--- config.mk ---
export PLATFORM = sky130hd
export DESIGN_NAME = table_waveform_generator_top
export DESIGN_NICKNAME = d
export VERILOG_FILES = /design/src/rtl/twg_pkg.sv /design/src/rtl/table_waveform_generator_top.sv /design/src/rtl/twg_ram.sv /design/src/rtl/twg_out_buf.sv
export VERILOG_INCLUDE_DIRS = /design/src /design/src/rtl
export SDC_FILE = /design/constraint.sdc
export NUM_CORES = 1
export LEC_CHECK = 0
export ABC_AREA = 1
export CAP_MARGIN = 10
export CORE_MARGIN = 10
export CORE_UTILIZATION = 65
export DETAILED_ROUTE_END_ITERATION = 12
export DONT_BUFFER_PORTS = 1
export PLACE_DENSITY_LB_ADDON = 0.05
export SKIP_LAST_GASP = 1
export SLEW_MARGIN = 20
export SYNTH_ARGS = -nofsm -noshare
export SYNTH_HDL_FRONTEND = slang
export SYNTH_SLANG_ARGS = --single-unit
export TNS_END_PERCENT = 30
--- constraint.sdc ---
create_clock -name clock -period 6.3 [get_ports clock]
set_input_delay 1.89 -clock clock [delete_from_list [all_inputs] [get_ports clock]]
set_output_delay 1.89 -clock clock [all_outputs]
set_load 0.02 [all_outputs]
--- src/rtl/table_waveform_generator_top_assert.svh ---
// Assertion macros shared by the waveform generator RTL.
`ifndef TABLE_WAVEFORM_GENERATOR_TOP_ASSERT_SVH
`define TABLE_WAVEFORM_GENERATOR_TOP_ASSERT_SVH

// Same-cycle implication.
`define TWG_ASSERT_NOW(lbl, clk, rst, ante, cons, msg) \
   lbl: assert property (@(posedge clk) disable iff (rst) (ante) |-> (cons)) \
      else $error(msg);

// Next-cycle implication.
`define TWG_ASSERT_NEXT(lbl, clk, rst, ante, cons, msg) \
   lbl: assert property (@(posedge clk) disable iff (rst) (ante) |=> (cons)) \
      else $error(msg);

`endif

--- src/rtl/twg_pkg.sv ---
// ----------------------------------------------------------------------------
// twg_pkg
// Types, constants and waveform tables of the table waveform generator.
// ----------------------------------------------------------------------------
`default_nettype none

package twg_pkg;

   localparam int TABLE_LEN  = 60;
   localparam int INDEX_W    = $clog2(TABLE_LEN);
   localparam int NUM_LEVELS = 5;
   localparam int LEVEL_W    = 3;
   localparam int PERIOD_W   = 16;
   localparam int BYTE_W     = 8;
   localparam int CSR_IDX_W  = 3;
   localparam int CSR_DATA_W = 16;

   localparam logic [LEVEL_W-1:0]  MAX_LEVEL = LEVEL_W'(NUM_LEVELS - 1);
   localparam logic [PERIOD_W-1:0] TICK_MAX  = '1;

   // register indexes
   localparam logic [CSR_IDX_W-1:0] CSR_PERIOD_ZERO  = 3'd0;
   localparam logic [CSR_IDX_W-1:0] CSR_PERIOD_ONE   = 3'd1;
   localparam logic [CSR_IDX_W-1:0] CSR_PERIOD_TWO   = 3'd2;
   localparam logic [CSR_IDX_W-1:0] CSR_PERIOD_THREE = 3'd3;
   localparam logic [CSR_IDX_W-1:0] CSR_PERIOD_FOUR  = 3'd4;
   localparam logic [CSR_IDX_W-1:0] CSR_COMMAND      = 3'd5;

   localparam logic [BYTE_W-1:0] COMMAND_RESET = 8'h11;

   // key codes
   localparam logic [BYTE_W-1:0] KEY_FASTER   = 8'h2B;  // '+'
   localparam logic [BYTE_W-1:0] KEY_SLOWER   = 8'h2D;  // '-'
   localparam logic [BYTE_W-1:0] KEY_TRIANGLE = 8'h74;  // 't'
   localparam logic [BYTE_W-1:0] KEY_SQUARE   = 8'h63;  // 'c'
   localparam logic [BYTE_W-1:0] KEY_SINE     = 8'h73;  // 's'

   localparam logic ACTION_TICK = 1'b0;
   localparam logic ACTION_KEY  = 1'b1;

   localparam logic [1:0] WAVE_SINE     = 2'd0;
   localparam logic [1:0] WAVE_SQUARE   = 2'd1;
   localparam logic [1:0] WAVE_TRIANGLE = 2'd2;

   typedef struct packed {
      logic              action;
      logic [BYTE_W-1:0] key_char;
   } req_type;

   typedef struct packed {
      logic [BYTE_W-1:0] spi_byte;
      logic              frame_last;
   } rsp_type;

   typedef struct packed {
      logic [BYTE_W-1:0] command;
      logic [BYTE_W-1:0] sample;
   } frame_type;

   typedef struct packed {
      logic      valid;
      frame_type frame;
   } push_type;

   localparam logic [BYTE_W-1:0] SINE_TAB [0:TABLE_LEN-1] = '{
      8'd254, 8'd254, 8'd252, 8'd249, 8'd244, 8'd238, 8'd231, 8'd222, 8'd213, 8'd202,
      8'd191, 8'd179, 8'd167, 8'd154, 8'd141, 8'd127, 8'd114, 8'd101, 8'd88,  8'd76,
      8'd64,  8'd53,  8'd42,  8'd33,  8'd24,  8'd17,  8'd11,  8'd6,   8'd3,   8'd1,
      8'd0,   8'd1,   8'd3,   8'd6,   8'd11,  8'd17,  8'd24,  8'd33,  8'd42,  8'd53,
      8'd64,  8'd76,  8'd88,  8'd101, 8'd114, 8'd128, 8'd141, 8'd154, 8'd167, 8'd179,
      8'd191, 8'd202, 8'd213, 8'd222, 8'd231, 8'd238, 8'd244, 8'd249, 8'd252, 8'd254
   };

   localparam logic [BYTE_W-1:0] TRIANGLE_TAB [0:TABLE_LEN-1] = '{
      8'd9,   8'd17,  8'd26,  8'd34,  8'd43,  8'd51,  8'd60,  8'd68,  8'd77,  8'd85,
      8'd94,  8'd102, 8'd111, 8'd119, 8'd128, 8'd136, 8'd145, 8'd153, 8'd162, 8'd170,
      8'd179, 8'd187, 8'd196, 8'd204, 8'd213, 8'd221, 8'd230, 8'd238, 8'd247, 8'd255,
      8'd247, 8'd238, 8'd230, 8'd221, 8'd213, 8'd204, 8'd196, 8'd187, 8'd179, 8'd170,
      8'd162, 8'd153, 8'd145, 8'd136, 8'd128, 8'd119, 8'd111, 8'd102, 8'd94,  8'd86,
      8'd77,  8'd68,  8'd60,  8'd51,  8'd43,  8'd34,  8'd26,  8'd17,  8'd9,   8'd0
   };

   function automatic logic [BYTE_W-1:0] wave_sample(input logic [1:0] sel,
                                                     input logic [INDEX_W-1:0] idx);
      logic [INDEX_W-1:0] i;
      logic [BYTE_W-1:0]  s;
      i = (idx >= INDEX_W'(TABLE_LEN)) ? '0 : idx;
      case (sel)
         WAVE_SQUARE: begin
            // low for the first half, high for the second
            s = (i >= INDEX_W'(TABLE_LEN / 2)) ? 8'd255 : 8'd0;
         end
         WAVE_TRIANGLE: begin
            s = TRIANGLE_TAB[i];
         end
         default: begin
            s = SINE_TAB[i];
         end
      endcase
      return s;
   endfunction

   function automatic logic [PERIOD_W-1:0] period_reset(input logic [LEVEL_W-1:0] lvl);
      logic [PERIOD_W-1:0] p;
      case (lvl)
         CSR_PERIOD_ZERO:  p = 16'd166;
         CSR_PERIOD_ONE:   p = 16'd208;
         CSR_PERIOD_TWO:   p = 16'd277;
         CSR_PERIOD_THREE: p = 16'd416;
         default:          p = 16'd833;
      endcase
      return p;
   endfunction

endpackage

`default_nettype wire

--- src/rtl/table_waveform_generator_top.sv ---
// ----------------------------------------------------------------------------
// table_waveform_generator_top
// Lookup-table waveform generator that emits two-byte SPI frames.
// ----------------------------------------------------------------------------
// Usage:
//   req channel: one word per microsecond tick (action 0) or per received key
//   (action 1). Keys '+' and '-' step the rate level, 't', 'c', 's' pick the
//   triangle, square or sine table. Words are taken one per cycle unless stalled.
//   rsp channel: each frame is two words, the command byte (frame_last 0) and
//   then the sample byte (frame_last 1). A frame's tick loads it into the head
//   register, or into the skid register while the head frame is still being sent;
//   the sample word follows once the command word is taken.
//   Throughput: one request word per cycle while req_stall is low; each frame
//   leaves as two words on the single response port. req_stall rises while a
//   second frame waits behind the one being sent.
//   csr port: registers 0..4 are the tick periods of rate levels 0..4 and
//   live in a five-entry period RAM whose registered read is addressed by the
//   next rate level; register 5 is the command byte.
//   Reset: rate level 0, sine table, timer stopped, sample index 0. Period
//   entries read their default values until written; no clearing pass.
//   A stalled response holds its word; the buffer keeps up to two frames.
// ----------------------------------------------------------------------------
`default_nettype none

module table_waveform_generator_top
   import twg_pkg::*;
(
   input  wire logic                  clock,
   input  wire logic                  reset,
   input  wire logic                  req_valid,
   output logic                       req_stall,
   input  wire req_type               req_data,
   output logic                       rsp_valid,
   input  wire logic                  rsp_stall,
   output rsp_type                    rsp_data,
   input  wire logic                  csr_wr_en,
   input  wire logic [CSR_IDX_W-1:0]  csr_index,
   input  wire logic [CSR_DATA_W-1:0] csr_wr_data
);

`include "table_waveform_generator_top_assert.svh"

   logic [LEVEL_W-1:0]    rate_level_ff, rate_level_in;
   logic [1:0]            wave_sel_ff, wave_sel_in;
   logic                  running_ff, running_in;
   logic [PERIOD_W-1:0]   tick_ff, tick_in;
   logic [INDEX_W-1:0]    index_ff, index_in;
   logic [BYTE_W-1:0]     command_ff;
   logic [NUM_LEVELS-1:0] period_vld_ff;
   logic                  fwd_vld_ff;
   logic [LEVEL_W-1:0]    fwd_addr_ff;
   logic [PERIOD_W-1:0]   fwd_data_ff;

   logic                  accept;
   logic                  full;
   logic                  period_wr;
   logic [PERIOD_W-1:0]   ram_rd_data;
   logic [PERIOD_W-1:0]   period_cur;
   logic [PERIOD_W-1:0]   tick_inc;
   logic                  fire;
   push_type              push;

   assign req_stall = full;
   assign accept    = req_valid && !req_stall;
   assign period_wr = csr_wr_en && (csr_index <= CSR_PERIOD_FOUR);

   twg_ram #(
      .WIDTH (PERIOD_W),
      .DEPTH (NUM_LEVELS)
   ) u_period_ram (
      .clock   (clock),
      .wr_en   (period_wr),
      .wr_addr (csr_index),
      .wr_data (csr_wr_data),
      .rd_addr (rate_level_in),
      .rd_data (ram_rd_data)
   );

   // forward a write that landed after the read, else the RAM entry if written, else the default
   always_comb begin
      if (fwd_vld_ff && (fwd_addr_ff == rate_level_ff)) begin
         period_cur = fwd_data_ff;
      end else if (period_vld_ff[rate_level_ff]) begin
         period_cur = ram_rd_data;
      end else begin
         period_cur = period_reset(rate_level_ff);
      end
   end

   assign tick_inc = (tick_ff == TICK_MAX) ? tick_ff : tick_ff + 1'b1;
   assign fire     = accept && (req_data.action == ACTION_TICK) && running_ff &&
                     (tick_inc >= period_cur);

   assign push.valid         = fire;
   assign push.frame.command = command_ff;
   assign push.frame.sample  = wave_sample(wave_sel_ff, index_ff);

   always_comb begin
      rate_level_in = rate_level_ff;
      wave_sel_in   = wave_sel_ff;
      running_in    = running_ff;
      tick_in       = tick_ff;
      index_in      = index_ff;

      if (accept && (req_data.action == ACTION_KEY)) begin
         case (req_data.key_char)
            KEY_FASTER: begin
               if (rate_level_ff != '0) begin
                  rate_level_in = rate_level_ff - 1'b1;
                  running_in    = 1'b1;
                  tick_in       = '0;
               end
            end
            KEY_SLOWER: begin
               if (rate_level_ff < MAX_LEVEL) begin
                  rate_level_in = rate_level_ff + 1'b1;
                  running_in    = 1'b1;
                  tick_in       = '0;
               end
            end
            KEY_TRIANGLE: wave_sel_in = WAVE_TRIANGLE;
            KEY_SQUARE:   wave_sel_in = WAVE_SQUARE;
            KEY_SINE:     wave_sel_in = WAVE_SINE;
            default: begin
            end
         endcase
      end else if (accept && running_ff) begin
         tick_in = fire ? '0 : tick_inc;
         if (fire) begin
            // advance and wrap the shared sample index
            index_in = (index_ff >= INDEX_W'(TABLE_LEN - 1)) ? '0 : index_ff + 1'b1;
         end
      end
   end

   always_ff @(posedge clock) begin
      if (reset) begin
         rate_level_ff <= '0;
         wave_sel_ff   <= WAVE_SINE;
         running_ff    <= 1'b0;
         tick_ff       <= '0;
         index_ff      <= '0;
         command_ff    <= COMMAND_RESET;
         period_vld_ff <= '0;
         fwd_vld_ff    <= 1'b0;
      end else begin
         rate_level_ff <= rate_level_in;
         wave_sel_ff   <= wave_sel_in;
         running_ff    <= running_in;
         tick_ff       <= tick_in;
         index_ff      <= index_in;
         fwd_vld_ff    <= period_wr;
         if (period_wr) begin
            period_vld_ff[csr_index] <= 1'b1;
         end
         if (csr_wr_en && (csr_index == CSR_COMMAND)) begin
            command_ff <= csr_wr_data[BYTE_W-1:0];
         end
      end
      fwd_addr_ff <= csr_index;
      fwd_data_ff <= csr_wr_data;
   end

   twg_out_buf u_out_buf (
      .clock     (clock),
      .reset     (reset),
      .push      (push),
      .full      (full),
      .rsp_valid (rsp_valid),
      .rsp_stall (rsp_stall),
      .rsp_data  (rsp_data)
   );

   `TWG_ASSERT_NOW(a_level_in_range, clock, reset, 1'b1, rate_level_ff <= MAX_LEVEL,
      "twg: rate level beyond the last level")
   `TWG_ASSERT_NOW(a_key_no_frame, clock, reset,
      accept && (req_data.action == ACTION_KEY), !push.valid,
      "twg: key word produced a frame")
   `TWG_ASSERT_NEXT(a_fire_clears_count, clock, reset, fire,
      (tick_ff == '0) && running_ff,
      "twg: tick count not cleared after a frame")

endmodule

`default_nettype wire

--- src/rtl/twg_ram.sv ---
// ----------------------------------------------------------------------------
// twg_ram
// Generic single-write, single-read RAM with registered read data.
// ----------------------------------------------------------------------------
`default_nettype none

module twg_ram #(
   parameter int WIDTH = 16,
   parameter int DEPTH = 8
) (
   input  wire logic                     clock,
   input  wire logic                     wr_en,
   input  wire logic [$clog2(DEPTH)-1:0] wr_addr,
   input  wire logic [WIDTH-1:0]         wr_data,
   input  wire logic [$clog2(DEPTH)-1:0] rd_addr,
   output logic      [WIDTH-1:0]         rd_data
);

   logic [WIDTH-1:0] mem [0:DEPTH-1];

   always_ff @(posedge clock) begin
      if (wr_en) begin
         mem[wr_addr] <= wr_data;
      end
      rd_data <= mem[rd_addr];
   end

endmodule

`default_nettype wire

--- src/rtl/twg_out_buf.sv ---
// ----------------------------------------------------------------------------
// twg_out_buf
// Two-frame output buffer: serializes each frame into command and sample word.
// ----------------------------------------------------------------------------
`default_nettype none

module twg_out_buf
   import twg_pkg::*;
(
   input  wire logic     clock,
   input  wire logic     reset,
   input  wire push_type push,
   output logic          full,
   output logic          rsp_valid,
   input  wire logic     rsp_stall,
   output rsp_type       rsp_data
);

`include "table_waveform_generator_top_assert.svh"

   logic      head_valid_ff, head_valid_in;
   logic      head_phase_ff, head_phase_in;
   frame_type head_ff, head_in;
   logic      skid_valid_ff, skid_valid_in;
   frame_type skid_ff, skid_in;
   logic      pop;
   logic      pop_last;

   assign pop      = head_valid_ff && !rsp_stall;
   assign pop_last = pop && head_phase_ff;
   assign full     = skid_valid_ff;

   assign rsp_valid           = head_valid_ff;
   assign rsp_data.spi_byte   = head_phase_ff ? head_ff.sample : head_ff.command;
   assign rsp_data.frame_last = head_phase_ff;

   always_comb begin
      head_valid_in = head_valid_ff;
      head_phase_in = head_phase_ff;
      head_in       = head_ff;
      skid_valid_in = skid_valid_ff;
      skid_in       = skid_ff;

      if (pop && !head_phase_ff) begin
         head_phase_in = 1'b1;
      end
      if (pop_last) begin
         head_phase_in = 1'b0;
         head_valid_in = skid_valid_ff;
         head_in       = skid_ff;
         skid_valid_in = 1'b0;
      end

      if (push.valid) begin
         if (!head_valid_ff || pop_last) begin
            head_valid_in = 1'b1;
            head_phase_in = 1'b0;
            head_in       = push.frame;
         end else begin
            skid_valid_in = 1'b1;
            skid_in       = push.frame;
         end
      end
   end

   always_ff @(posedge clock) begin
      if (reset) begin
         head_valid_ff <= 1'b0;
         head_phase_ff <= 1'b0;
         skid_valid_ff <= 1'b0;
      end else begin
         head_valid_ff <= head_valid_in;
         head_phase_ff <= head_phase_in;
         skid_valid_ff <= skid_valid_in;
      end
      head_ff <= head_in;
      skid_ff <= skid_in;
   end

   `TWG_ASSERT_NOW(a_skid_needs_head, clock, reset, skid_valid_ff, head_valid_ff,
      "twg_out_buf: skid frame held without a head frame")
   `TWG_ASSERT_NOW(a_no_push_when_full, clock, reset, push.valid, !skid_valid_ff,
      "twg_out_buf: frame pushed into a full buffer")
   `TWG_ASSERT_NEXT(a_sample_follows_command, clock, reset, pop && !head_phase_ff,
      head_valid_ff && head_phase_ff,
      "twg_out_buf: sample word did not follow command word")

endmodule

`default_nettype wire
======== Word level (Yosys, flattened, before mapping) ========
Memory sizes are Yosys's and may differ from the RTL's. A register that Yosys moved wholly into a read port is not among the register bits.
Index checks and enable logic that the tools add are counted.
Widths: inputs -> output; s select.
cells by class
  equality and inequality tests ........... 18
  magnitude comparators ................... 10
  bitwise operators ....................... 5
  reduce and logical (&&, ||, !) cells .... 28
  add/subtract/negate cells ............... 4
  multiplexer cells ....................... 46
operator list
  kind                   count
  $mux 16                11
  $mux 8                 6
  $pmux 10 s4            1
  $pmux 16 s2            1
  $eq 8x7->1 const B     3
  $add 16x1->16 const B  1
  $eq 16x16->1 const B   1
  $eq 8x6->1 const B     2
  $ge 16x16->1           1
  $mux 1                 16
  $pmux 8 s2             1
  $logic_and 1x1->1      13
  $ge 6x6->1 const B     2
  $mux 6                 2
  $mux 3                 3
  $lt 3x4->1 const B     2
  $reduce_and 4->1       2
  $ge 7x7->1 const B     1
  $not 6->7              1
  $add 6x1->6 const B    1
  $eq 3x2->1 const B     2
  $ge 6x5->1 const B     1
  $ne 3x3->1 const B     2
  $pmux 2 s3             1
  25 further kinds       34
word-level totals
  memories ................................ 3
  bits in read-only memories .............. 1,024
  register bits ........................... 96
  memory bits (writable) .................. 80
  bits of input ports ..................... 33
  logic and storage cells ................. 131
  output and inout bits ................... 11
memories
  memory            words  bits a word  rd ports  clocked after memory_dff  wr ports  RTL line       source
  (name not given)  64     8            1         0                         0         twg_pkg.sv:97  s = SINE_TAB[i];
  (name not given)  64     8            1         0                         0         twg_pkg.sv:94  s = TRIANGLE_TAB[i];
  u_period_ram.mem  5      16           1         1                         1         twg_ram.sv:19  logic [WIDTH-1:0] mem [0:DEPTH-1];

======== Logic depth before layout (Yosys ltp) ========
Gate-level depths: netlist of run 1.
  depth after elaboration ................. 9
  depth in mapped cells ................... 25
  mapped depth without buffers ............ 24

======== Modules after synthesis ========
From an unflattened synthesis of run 1, not the netlist that was laid out.
unflattened totals
  cell total of the unflattened synthesis .. 1,397
  area, all modules ....................... 10,562.6 um^2
modules (own cells, without submodules)
  module                        cells an instance  times used  area an instance (um^2)  sequential area each (um^2)
  table_waveform_generator_top  866                1           5,186.2                  1,221.2
  twg_ram                       347                1           3,804.9                  2,722.6
  twg_out_buf                   184                1           1,571.5                  860.8

======== Worst setup path after synthesis of run 1 ========
Ideal clock, no wire load.
  kind .................................... input to register
  from .................................... input port csr_index[1]
  to ...................................... memory u_period_ram.mem[1][0] (enable)
  data required time ...................... 5.865 ns
  buffers on the path ..................... 0
  library setup time ...................... 0.435 ns
  slack ................................... 2.224 ns
  stages on the path ...................... 1
  data arrival time ....................... 3.641 ns
  cell sequence ........................... nor4_1
between the ends
  longest elaborated chain between the ends .. 4
RTL lines
  element                       RTL line                            source
  start, declared               table_waveform_generator_top.sv:37  input wire logic [CSR_IDX_W-1:0] csr_index,
  $le 3x3->1                    table_waveform_generator_top.sv:65  assign period_wr = csr_wr_en && (csr_index <= CSR_PERIOD_FOUR);
  $logic_and 1x1->1             table_waveform_generator_top.sv:65
  $mux 1                        twg_ram.sv:22                       if (wr_en) begin
  $mux 1 (not written as such)  twg_ram.sv:23                       mem[wr_addr] <= wr_data;
  end, declared                 twg_ram.sv:19
Several ways; a longest one is shown, not always the timed one.

==> results of run 1 <==
metal layers:
| layer | vias to the layer above | GRT usage | wire, um |
|---|---|---|---|
| li1 | 4291 | - | - |
| met1 | 3924 | 0.320 | 11400 |
| met5 | - | 0 | 0 |
| met2 | 304 | 0.360 | 11500 |
| met4 | 0 | 0.0556 | 287 |
| met3 | 23 | 0.0506 | 1940 |
per-stage QoR:
| stage | hold WS (ps) | instance area [um2] | cells | total power, mW | worst slack (ps) |
|---|---|---|---|---|---|
| after global routing | 462 | 10900 | 1533 | 2.57 | 1370 |
| after global placement | 422 | 10300 | 1500 | 1.46 | 1980 |
| final | 439 | 10900 | 1533 | 2.50 | 1880 |
| after CTS | 443 | 10900 | 1532 | 2.51 | 1810 |
| after detailed placement | 426 | 10300 | 1500 | 1.47 | 1810 |
| after floorplan | 419 | 10300 | 1333 | 1.45 | 2220 |
flip-flops by register name, indices dropped and copies added, names as in the netlist, 3 cells and up:
| signal | count |
|---|---|
| u_period_ram.mem | 80 |
| fwd_data_ff | 16 |
| tick_ff | 16 |
| u_out_buf.head_ff | 16 |
| u_out_buf.skid_ff | 16 |
| u_period_ram.rd_data | 16 |
| command_ff | 8 |
| index_ff | 6 |
| period_vld_ff | 5 |
| fwd_addr_ff | 3 |
| rate_level_ff | 3 |
final timing paths:
| path | end | slack [ps] | cells past startpoint |
|---|---|---|---|
| max | u_out_buf.head_ff[0]$_DFF_P_ | 1880 | 20 |
| min reg2reg | u_period_ram.rd_data[9]$_DFF_P_ | 440 | 2 |
| max reg2reg | u_out_buf.head_ff[0]$_DFF_P_ | 1880 | 20 |
| min | u_period_ram.rd_data[9]$_DFF_P_ | 440 | 2 |
power groups by stage:
| stage | logic, mW | registers [mW] | clock network, mW |
|---|---|---|---|
| floorplan | 0.0644 | 1.38 | 0 |
| global placement | 0.0748 | 1.39 | 0 |
| detailed placement | 0.0769 | 1.39 | 0 |
| CTS | 0.0780 | 1.36 | 1.07 |
| global route | 0.0893 | 1.36 | 1.12 |
| finish | 0.0782 | 1.36 | 1.06 |
cells by family after synthesis:
kind of cell,after synthesis,synth area share
AND/OR/NAND/NOR,720,0.312
buffers and inverters,229,0.0935
flip-flops,192,0.467
AO/OA/AOI/OAI,148,0.0776
adder cells (fa/ha/maj),33,0.0401
XOR/XNOR,9,0.00766
multiplexers,2,0.00195
worst reg2reg max path, stage by stage (launching register included):
cell and delay (ps):
dfxtp_1 470, inv_2 160, nor2_1 130, nor3_1 50
o21ai_0 90, nand3_1 520, nor2_1 390, o21ai_0 160
nand3_1 90, o21ai_1 110, ha_1 290, nand2_1 50
nor2_1 120, nand2_1 70, nand2_1 60, nand2_1 80
nand3_2 240, nand2_2 260, nor2_2 750, nand3_1 150
nand2_1 130
final cells by class:
| cell class | count | area [um2] |
|---|---|---|
| Multi-Input combinational cell | 912 | 4550 |
| Clock inverter | 14 | 158 |
| Fill cell | 1273 | 4450 |
| Timing Repair Buffer | 6 | 48.8 |
| Sequential cell | 192 | 4800 |
| Inverter | 180 | 676 |
| Clock buffer | 18 | 429 |
| Tap cell | 211 | 264 |
cell usage in the layout, fill, tap and decap left out, types with 22 or more instances in the layout:
cell and n:
nor2_1 93, inv_1 160, dfxtp_1 96, nand2_1 385, ha_1 33, a21oi_1 54
o21ai_0 54, nand3_1 157, edfxtp_1 96, nand4_1 22
==> results.yml, run 1 <==
status:
  status: "completed"
clock_tree:
  cts-root-buf: "clkbuf_16"
  cts_sinks: 192
  cts_tree: "built"
  clk_pin_slew_worst_paths_ps: 70
  cts_resized: 0
  insertion_delay_ps: 440
  cts_setup_buffers: 0
  cts_buffers: 17
  htree_levels: 4
  clockBufferDepth: 2
  ctsHoldBuffers: 0
timing:
  fin_crit_ps: 4420
  slew_violations: 0
  timing.slew.headroom: 0.406
  finalHoldViolations: 0
  worstMarginPinSlew_ps: 891
  rsz0062_at_grt: "false"
  setup_viol: 0
  max_freq_mhz: 226
  fin_skew_ps: 14.7
  post-route-period-util: 0.701
  setup_tns_ps: 0
yosys:
  syn_area_um2: 10300
  dominantRegCellSynth: "edfxtp_1"
  ys_async_sr_fraction: 0
  synthDistinctLibCells: 45
  yosys.area.top_type_share: 0.280
  yosys_register_bits: 192
  synth.area.top_cells: "edfxtp_1 (28%), dfxtp_1 (19%), nand2_1 (14%)"
  synth_cells: 1333
  synth.most_common_cell: "nand2_1"
  ys_seq_area_frac: 0.467
  synth_edf_count: 96
  ys_top_cells_by_count: "nand2_1 (385), inv_1 (160), nand3_1 (157)"
  synth_area_leader_cell: "edfxtp_1"
  synth.avg_cell_area_um2: 7.72
  syn_nets: 1399
  yosys_warnings: 0
floorplan:
  die_width_um: 146
  die-area_um2: 21300
  io_pins: 44
  coreArea_um2: 15400
  start_util: 0.670
  die_h_um: 146
  rows: 45
setup_path:
  path_cells: "inv_2 > nor2_1 > nor3_1 > o21ai_0 > nand3_1 > nor2_1 > o21ai_0 > nand3_1 > o21ai_1 > ha_1 > nand2_1 > nor2_1 > nand2_1 > nand2_1 > nand2_1 > nand3_2 > nand2_2 > nor2_2 > nand3_1 > nand2_1"
  path_buf_inv: 1
  cp-startpoint: "rate_level_ff[0]$_SDFF_PP0_"
  worst_setup_path_end_kind: "register"
  cp_slowest_cell: "nor2_2"
  r2r-start: "rate_level_ff[0]$_SDFF_PP0_"
  criticalPathCategory: "register to register"
  crit_top_cell: "nand2_1"
  cp.arrival_ps: 4790
  crit_family: "simple AND/OR/NAND/NOR gates"
  cp.required_ps: 6670
  cpPeakStageDelay_ps: 740
  critPathMaxFanout: 23
  startpoint_type: "register"
routing:
  antenna_left: 0
  wl_per_cell_um: 16.4
  drtPass1Iterations: 5
  drtIter0Drc: 828
  drt-total-wl_um: 25100
  vias: 8542
  drc: 0
  vias_per_cell: 5.57
global_route:
  grt_pass1_wl_um: 40400
  antenna_found_initial: 0
  grt_overflow: 0
  grt.total_usage: 0.231
  grt_pass1_vias: 7680
  grt_max_degree: 36
place:
  hpwl_um: 17600
  gp_congestion: 0.928
  io_buffers: 0
power:
  clockPowerShare: 0.424
  sw_frac_of_total: 0.237
  power_switching_uw: 592
  peakVddDrop_v: 0.000236
  p_int_mw: 1.91
  power_frac_comb: 0.031
  p_leak_nw: 5.04
  p_seq_frac: 0.544
  power_density_nw_per_um2: 229
layout:
  drive_above_1_share: 0.0756
  antenna_cells: 0
  area_delta_synth_final_pct: 6.16
  final_nets: 1375
  final_util: 0.711
min_path:
  holdCritPathClass: "register to register"
  min-delay-start: "u_period_ram.mem[4][9]$_DFFE_PP_"
run:
  drv_cap: 0
Power figures use the tool's default switching activity.
==> inputs of run 2 (changes only) <==
--- a/config.mk
+++ b/config.mk
@@ -6,10 +6,10 @@
 export SDC_FILE = /design/constraint.sdc
 export NUM_CORES = 1
 export LEC_CHECK = 0
-export ABC_AREA = 1
+export ABC_AREA = 0
 export CAP_MARGIN = 10
 export CORE_MARGIN = 10
-export CORE_UTILIZATION = 65
+export CORE_UTILIZATION = 58
 export DETAILED_ROUTE_END_ITERATION = 12
 export DONT_BUFFER_PORTS = 1
 export PLACE_DENSITY_LB_ADDON = 0.05
==> constraint.sdc (replaced) <==
create_clock -name clock -period 4.04 [get_ports clock]
set_input_delay 1.212 -clock clock [delete_from_list [all_inputs] [get_ports clock]]
set_output_delay 1.212 -clock clock [all_outputs]
set_load 0.02 [all_outputs]
==> results.yml, run 2 <==
place:
  place_ws_ps: 155
  place_area_um2: 9850
  hpwl_um: 15900
  io_buffers: 0
  gp_congestion: 0.912
run:
  drv_cap: 0
layout:
  multi_input_area_um2: 4410
  largest_register_ffs: 80
  n_fill_cell: 1259
  regArea_um2: 4810
  largest-register: "u_period_ram.mem"
  drive_above_1_share: 0.116
  area_delta_synth_final_pct: 9.64
  design_area_um2: 10500
  antenna_cells: 0
  final_nets: 985
  layout_common_cells: "edfxtp_1 (96), dfxtp_1 (95), nor2_1 (84)"
  layout_commonest_cell: "edfxtp_1"
min_path:
  holdCritPathClass: "register to register"
  min_path_cells: 2
  min-delay-start: "u_period_ram.mem[4][8]$_DFFE_PP_"
routing:
  drtPass1Iterations: 5
  wl_per_cell_um: 20.6
  drtIter0Drc: 705
  antenna_left: 0
  drt-total-wl_um: 23600
  vias_per_cell: 6.33
  drc: 0
  vias: 7269
timing:
  fin_skew_ps: 13.4
  fin_ws_ps: 309
  timing.slew.headroom: 0.378
  rsz0062_at_grt: "true"
  post-route-period-util: 0.924
  setup_viol: 0
  worstMarginPinSlew_ps: 929
  finalHoldViolations: 0
  max_freq_mhz: 268
  fin_crit_ps: 3730
  slew_violations: 0
setup_path:
  cp.arrival_ps: 4090
  cp-startpoint: "tick_ff[6]$_SDFFE_PP0P_"
  cp_slowest_cell: "or4b_1"
  critPathMaxFanout: 17
  critical_path_cell_count: 14
  cpPeakStageDelay_ps: 480
  crit_top_cell: "nand4_1"
  path_cells: "nand4_1 > nor3_1 > nand2b_1 > nand2_1 > nor2_1 > xnor2_1 > ha_1 > nand4_1 > a211oi_1 > a221oi_2 > o22a_2 > buf_4 > or4b_1 > a21oi_1"
  crit_family: "simple AND/OR/NAND/NOR gates"
  r2r-start: "tick_ff[6]$_SDFFE_PP0P_"
  criticalPathCategory: "register to register"
  path_buf_inv: 1
  cp.required_ps: 4390
  worst_setup_path_end_kind: "register"
  startpoint_type: "register"
  reg2reg_depth: 14
yosys:
  ys_top_cells_by_count: "dfxtp_1 (96), edfxtp_1 (96), nor2_1 (85)"
  syn_area_um2: 9580
  dominantRegCellSynth: "edfxtp_1"
  yosys.area.top_type_share: 0.301
  syn_nets: 995
  synth_area_leader_cell: "edfxtp_1"
  yosys_warnings: 0
  yosys_register_bits: 192
  synth_edf_count: 96
  synthDistinctLibCells: 74
  synth_cells: 929
  ys_async_sr_fraction: 0
  synth.avg_cell_area_um2: 10.3
  synth.area.top_cells: "edfxtp_1 (30%), dfxtp_1 (20%), mux2i_1 (6.6%)"
  ys_seq_area_frac: 0.502
clock_tree:
  insertion_delay_ps: 430
  htree_levels: 4
  cts-root-buf: "clkbuf_16"
  clockBufferDepth: 2
  cts_tree: "built"
  ctsHoldBuffers: 0
  cts_sinks: 192
  cts_buffers: 17
  clk_pin_slew_worst_paths_ps: 80
floorplan:
  die_width_um: 148
  rows: 46
  die_h_um: 148
  coreArea_um2: 16100
  io_pins: 44
  die-area_um2: 22100
  start_util: 0.596
power:
  peakVddDrop_v: 0.000332
  p_leak_nw: 3.85
  power_density_nw_per_um2: 367
global_route:
  grt_overflow: 0
  grt.total_usage: 0.210
  grt_max_degree: 69
  antenna_found_initial: 0
  grt_pass1_vias: 6622
  grt_pass1_wl_um: 36900
status:
  status: "completed"
==> run 2: power by group <==
| group | internal, mW | switching (mW) |
|---|---|---|
| combinational | 0.0304 | 0.0401 |
| clock | 0.856 | 0.818 |
| sequential | 2.09 | 0.0166 |
| total | 2.97 | 0.875 |
==> run 2: worst paths after layout <==
kind	end	slack, ps
max	index_ff[2]$_SDFFE_PP0P_	310
min reg2reg	u_period_ram.rd_data[8]$_DFF_P_	450
min	u_period_ram.rd_data[8]$_DFF_P_	450
max reg2reg	index_ff[2]$_SDFFE_PP0P_	310
==> run 2: cell families (layout without fill, tap and decap cells) <==
group	count (synthesis)	count (layout)	share of synthesized area
simple gates	282	282	0.141
compound gates	242	242	0.179
flops	192	192	0.502
buf+inv	92	95	0.0422
mux	75	75	0.0811
fa+ha+maj	33	33	0.0431
xor+xnor	13	13	0.0119
==> run 2: cell type report <==
class | count | area share
flip-flops and latches | 192 | 0.458
inverters | 24 | 0.00858
well taps | 216 | 0.0257
clock buffers | 18 | 0.0418
multi-input cells | 645 | 0.420
clock inverters | 14 | 0.0156
repair buffers | 39 | 0.0303
==> run 2: per-layer routing <==
layer	global-route usage	routed length, um
met2	0.312	10400
met4	0.0496	329
met3	0.0501	1720
met1	0.300	11100
met5	0	0
==> run 2: worst min-delay path, cell delays in order (launching register included) <==
cell and delay (ps):
edfxtp_1 320, nand2_1 60, o221ai_2 50
==> run 2: repair_timing <==
item / CTS / global route
setup buffers: 0 / 4
setup endpoints to repair: 0 / 23
gates resized for setup: 0 / 3
==> run 2: stage by stage <==
step | hold WS (ps) | util | setup TNS [ps] | cells | power, mW
4_1_cts | 457 | 0.651 | 0 | 1144 | 3.87
5_1_grt | 472 | 0.654 | -79.5 | 1148 | 3.96
2_1_floorplan | 423 | - | 0 | 929 | 2.20
3_3_place_gp | 436 | 0.613 | 0 | 1112 | 2.21
6_report | 454 | 0.654 | 0 | 1148 | 3.85
3_5_place_dp | 438 | 0.613 | 0 | 1112 | 2.22
==> inputs of run 3 (changes only) <==
--- a/config.mk
+++ b/config.mk
@@ -7,9 +7,10 @@
 export NUM_CORES = 1
 export LEC_CHECK = 0
 export ABC_AREA = 0
-export CAP_MARGIN = 10
-export CORE_MARGIN = 10
+export CAP_MARGIN = 5
+export CORE_MARGIN = 2
 export CORE_UTILIZATION = 58
+export CTS_CLUSTER_DIAMETER = 120
 export DETAILED_ROUTE_END_ITERATION = 12
 export DONT_BUFFER_PORTS = 1
 export PLACE_DENSITY_LB_ADDON = 0.05
==> results.yml, run 3 (same netlist as run 2, synthesis figures left out) <==
min_path:
  holdCritPathClass: "register to register"
  min-delay-start: "u_period_ram.mem[4][4]$_DFFE_PP_"
  min_path_cells: 2
  min_to: "u_period_ram.rd_data[4]$_DFF_P_"
timing:
  timing.slew.headroom: 0.345
  fin_skew_ps: 13.0
  slew_violations: 0
  worstMarginPinSlew_ps: 979
  finalHoldViolations: 0
  setup_viol: 0
  rsz0062_at_grt: "false"
  fin_crit_ps: 3690
  setup_tns_ps: 0
  holdWs_ps: 449
  fin_ws_ps: 353
  max_freq_mhz: 271
  post-route-period-util: 0.913
routing:
  wl_per_cell_um: 20.3
  drtPass1Iterations: 5
  antenna_left: 0
  drt-total-wl_um: 23200
  vias: 7255
  drc: 0
  drtIter0Drc: 653
  vias_per_cell: 6.35
place:
  hpwl_um: 15500
  place_ws_ps: 134
  io_buffers: 0
  gp_congestion: 0.891
  place_area_um2: 9810
  dp_cells: 1106
clock_tree:
  cts_tree: "built"
  cts_sinks: 192
  clockBufferDepth: 2
  insertion_delay_ps: 440
  cts-root-buf: "clkbuf_16"
  clk_pin_slew_worst_paths_ps: 80
  htree_levels: 4
  cts_buffers: 17
  ctsHoldBuffers: 0
layout:
  final_cells: 1143
  largest_register_ffs: 80
  area_delta_synth_final_pct: 9.75
  largest-register: "u_period_ram.mem"
  antenna_cells: 0
  multi_input_area_um2: 4430
  drive_above_1_share: 0.111
  regArea_um2: 4810
  n_fill_cell: 1269
  design_area_um2: 10500
  final_nets: 980
  layout_common_cells: "edfxtp_1 (96), dfxtp_1 (95), nor2_1 (84)"
  layout_commonest_cell: "edfxtp_1"
  final_util: 0.657
run:
  drv_cap: 0
power:
  power_density_nw_per_um2: 375
  sw_frac_of_total: 0.220
  power_frac_comb: 0.018
  p_seq_frac: 0.534
  power_switching_uw: 867
  p_leak_nw: 3.86
  peakVddDrop_v: 0.000378
  clockPowerShare: 0.448
  p_int_mw: 3.08
  p_total_mw: 3.94
global_route:
  antenna_found_initial: 0
  grt_max_degree: 69
  grt_pass1_wl_um: 36500
  grt.total_usage: 0.265
  grt_overflow: 0
  grt_pass1_vias: 6872
floorplan:
  io_pins: 44
  start_util: 0.599
  coreArea_um2: 16000
  die_h_um: 132
  die-area_um2: 17600
  rows: 46
  die_width_um: 132
setup_path:
  rr_endpoint: "tick_ff[5]$_SDFFE_PP0P_"
  startpoint_type: "register"
  cp.required_ps: 4380
  critPathMaxFanout: 23
  cp_slowest_cell: "a2111oi_0"
  r2r-start: "rate_level_ff[0]$_SDFF_PP0_"
  crit_top_cell: "o21ai_1"
  worst_setup_path_end_kind: "register"
  cpPeakStageDelay_ps: 360
  reg2reg_slack_ps: 350
  criticalPathCategory: "register to register"
  cp.arrival_ps: 4030
  path_cells: "buf_4 > mux2i_1 > o22ai_1 > nand2_1 > o31ai_4 > o311ai_0 > o21ai_0 > ha_1 > a2111oi_0 > o21ai_1 > a221oi_2 > o21ai_1 > nor2_2 > buf_12 > a31oi_1 > a311oi_1"
  reg2reg_depth: 16
status:
  status: "completed"
==> run 3: how the worst max path moves through the flow <==
stage / to / startpoint / cells past startpoint
floorplan: u_out_buf.skid_ff[0]$_DFFE_PP_ / rate_level_ff[2]$_SDFF_PP0_ / 15
global placement: u_out_buf.skid_ff[14]$_DFFE_PP_ / rate_level_ff[0]$_SDFF_PP0_ / 11
detailed placement: u_out_buf.skid_ff[11]$_DFFE_PP_ / tick_ff[5]$_SDFFE_PP0P_ / 11
CTS: u_out_buf.skid_ff[0]$_DFFE_PP_ / tick_ff[5]$_SDFFE_PP0P_ / 11
global route: tick_ff[0]$_SDFFE_PP0P_ / rate_level_ff[0]$_SDFF_PP0_ / 16
finish: tick_ff[5]$_SDFFE_PP0P_ / rate_level_ff[0]$_SDFF_PP0_ / 16
==> run 3: final cells by class <==
class | instances | share of cell area
clock inverters | 15 | 0.0201
well taps | 216 | 0.0257
repair buffers | 34 | 0.0267
clock buffers | 17 | 0.0405
inverters | 24 | 0.00857
flip-flops and latches | 192 | 0.457
multi-input cells | 645 | 0.421
==> run 3: layer usage <==
metal	GRT usage	vias to the layer above	share of wire
met1	0.380	3509	0.45
met5	0	-	0
met4	0.0789	0	0.015
met3	0.0579	35	0.078
li1	-	3422	-
met2	0.407	289	0.46
==> run 3: repair_timing <==
item	CTS	global route
gates resized for setup	0	5
buffers inserted	0	5
setup endpoints to repair	0	53
hold endpoints to repair	0	0
==> run 3: critical path, delay by kind of cell, from the launching register on <==
family,cells,cell delay (ps)
compound gates,10,2180
buf+inv,2,360
flops,1,350
simple gates,2,310
mux,1,210
fa+ha+maj,1,190
==> run 3: power groups by stage <==
stage          Sequential, mW  Clock, mW  Combinational [mW]
2_1_floorplan            2.14          0              0.0570
3_3_place_gp             2.15          0              0.0651
3_5_place_dp             2.15          0              0.0682
4_1_cts                  2.11       1.80              0.0687
5_1_grt                  2.11       1.87              0.0766
6_report                 2.11       1.77              0.0693
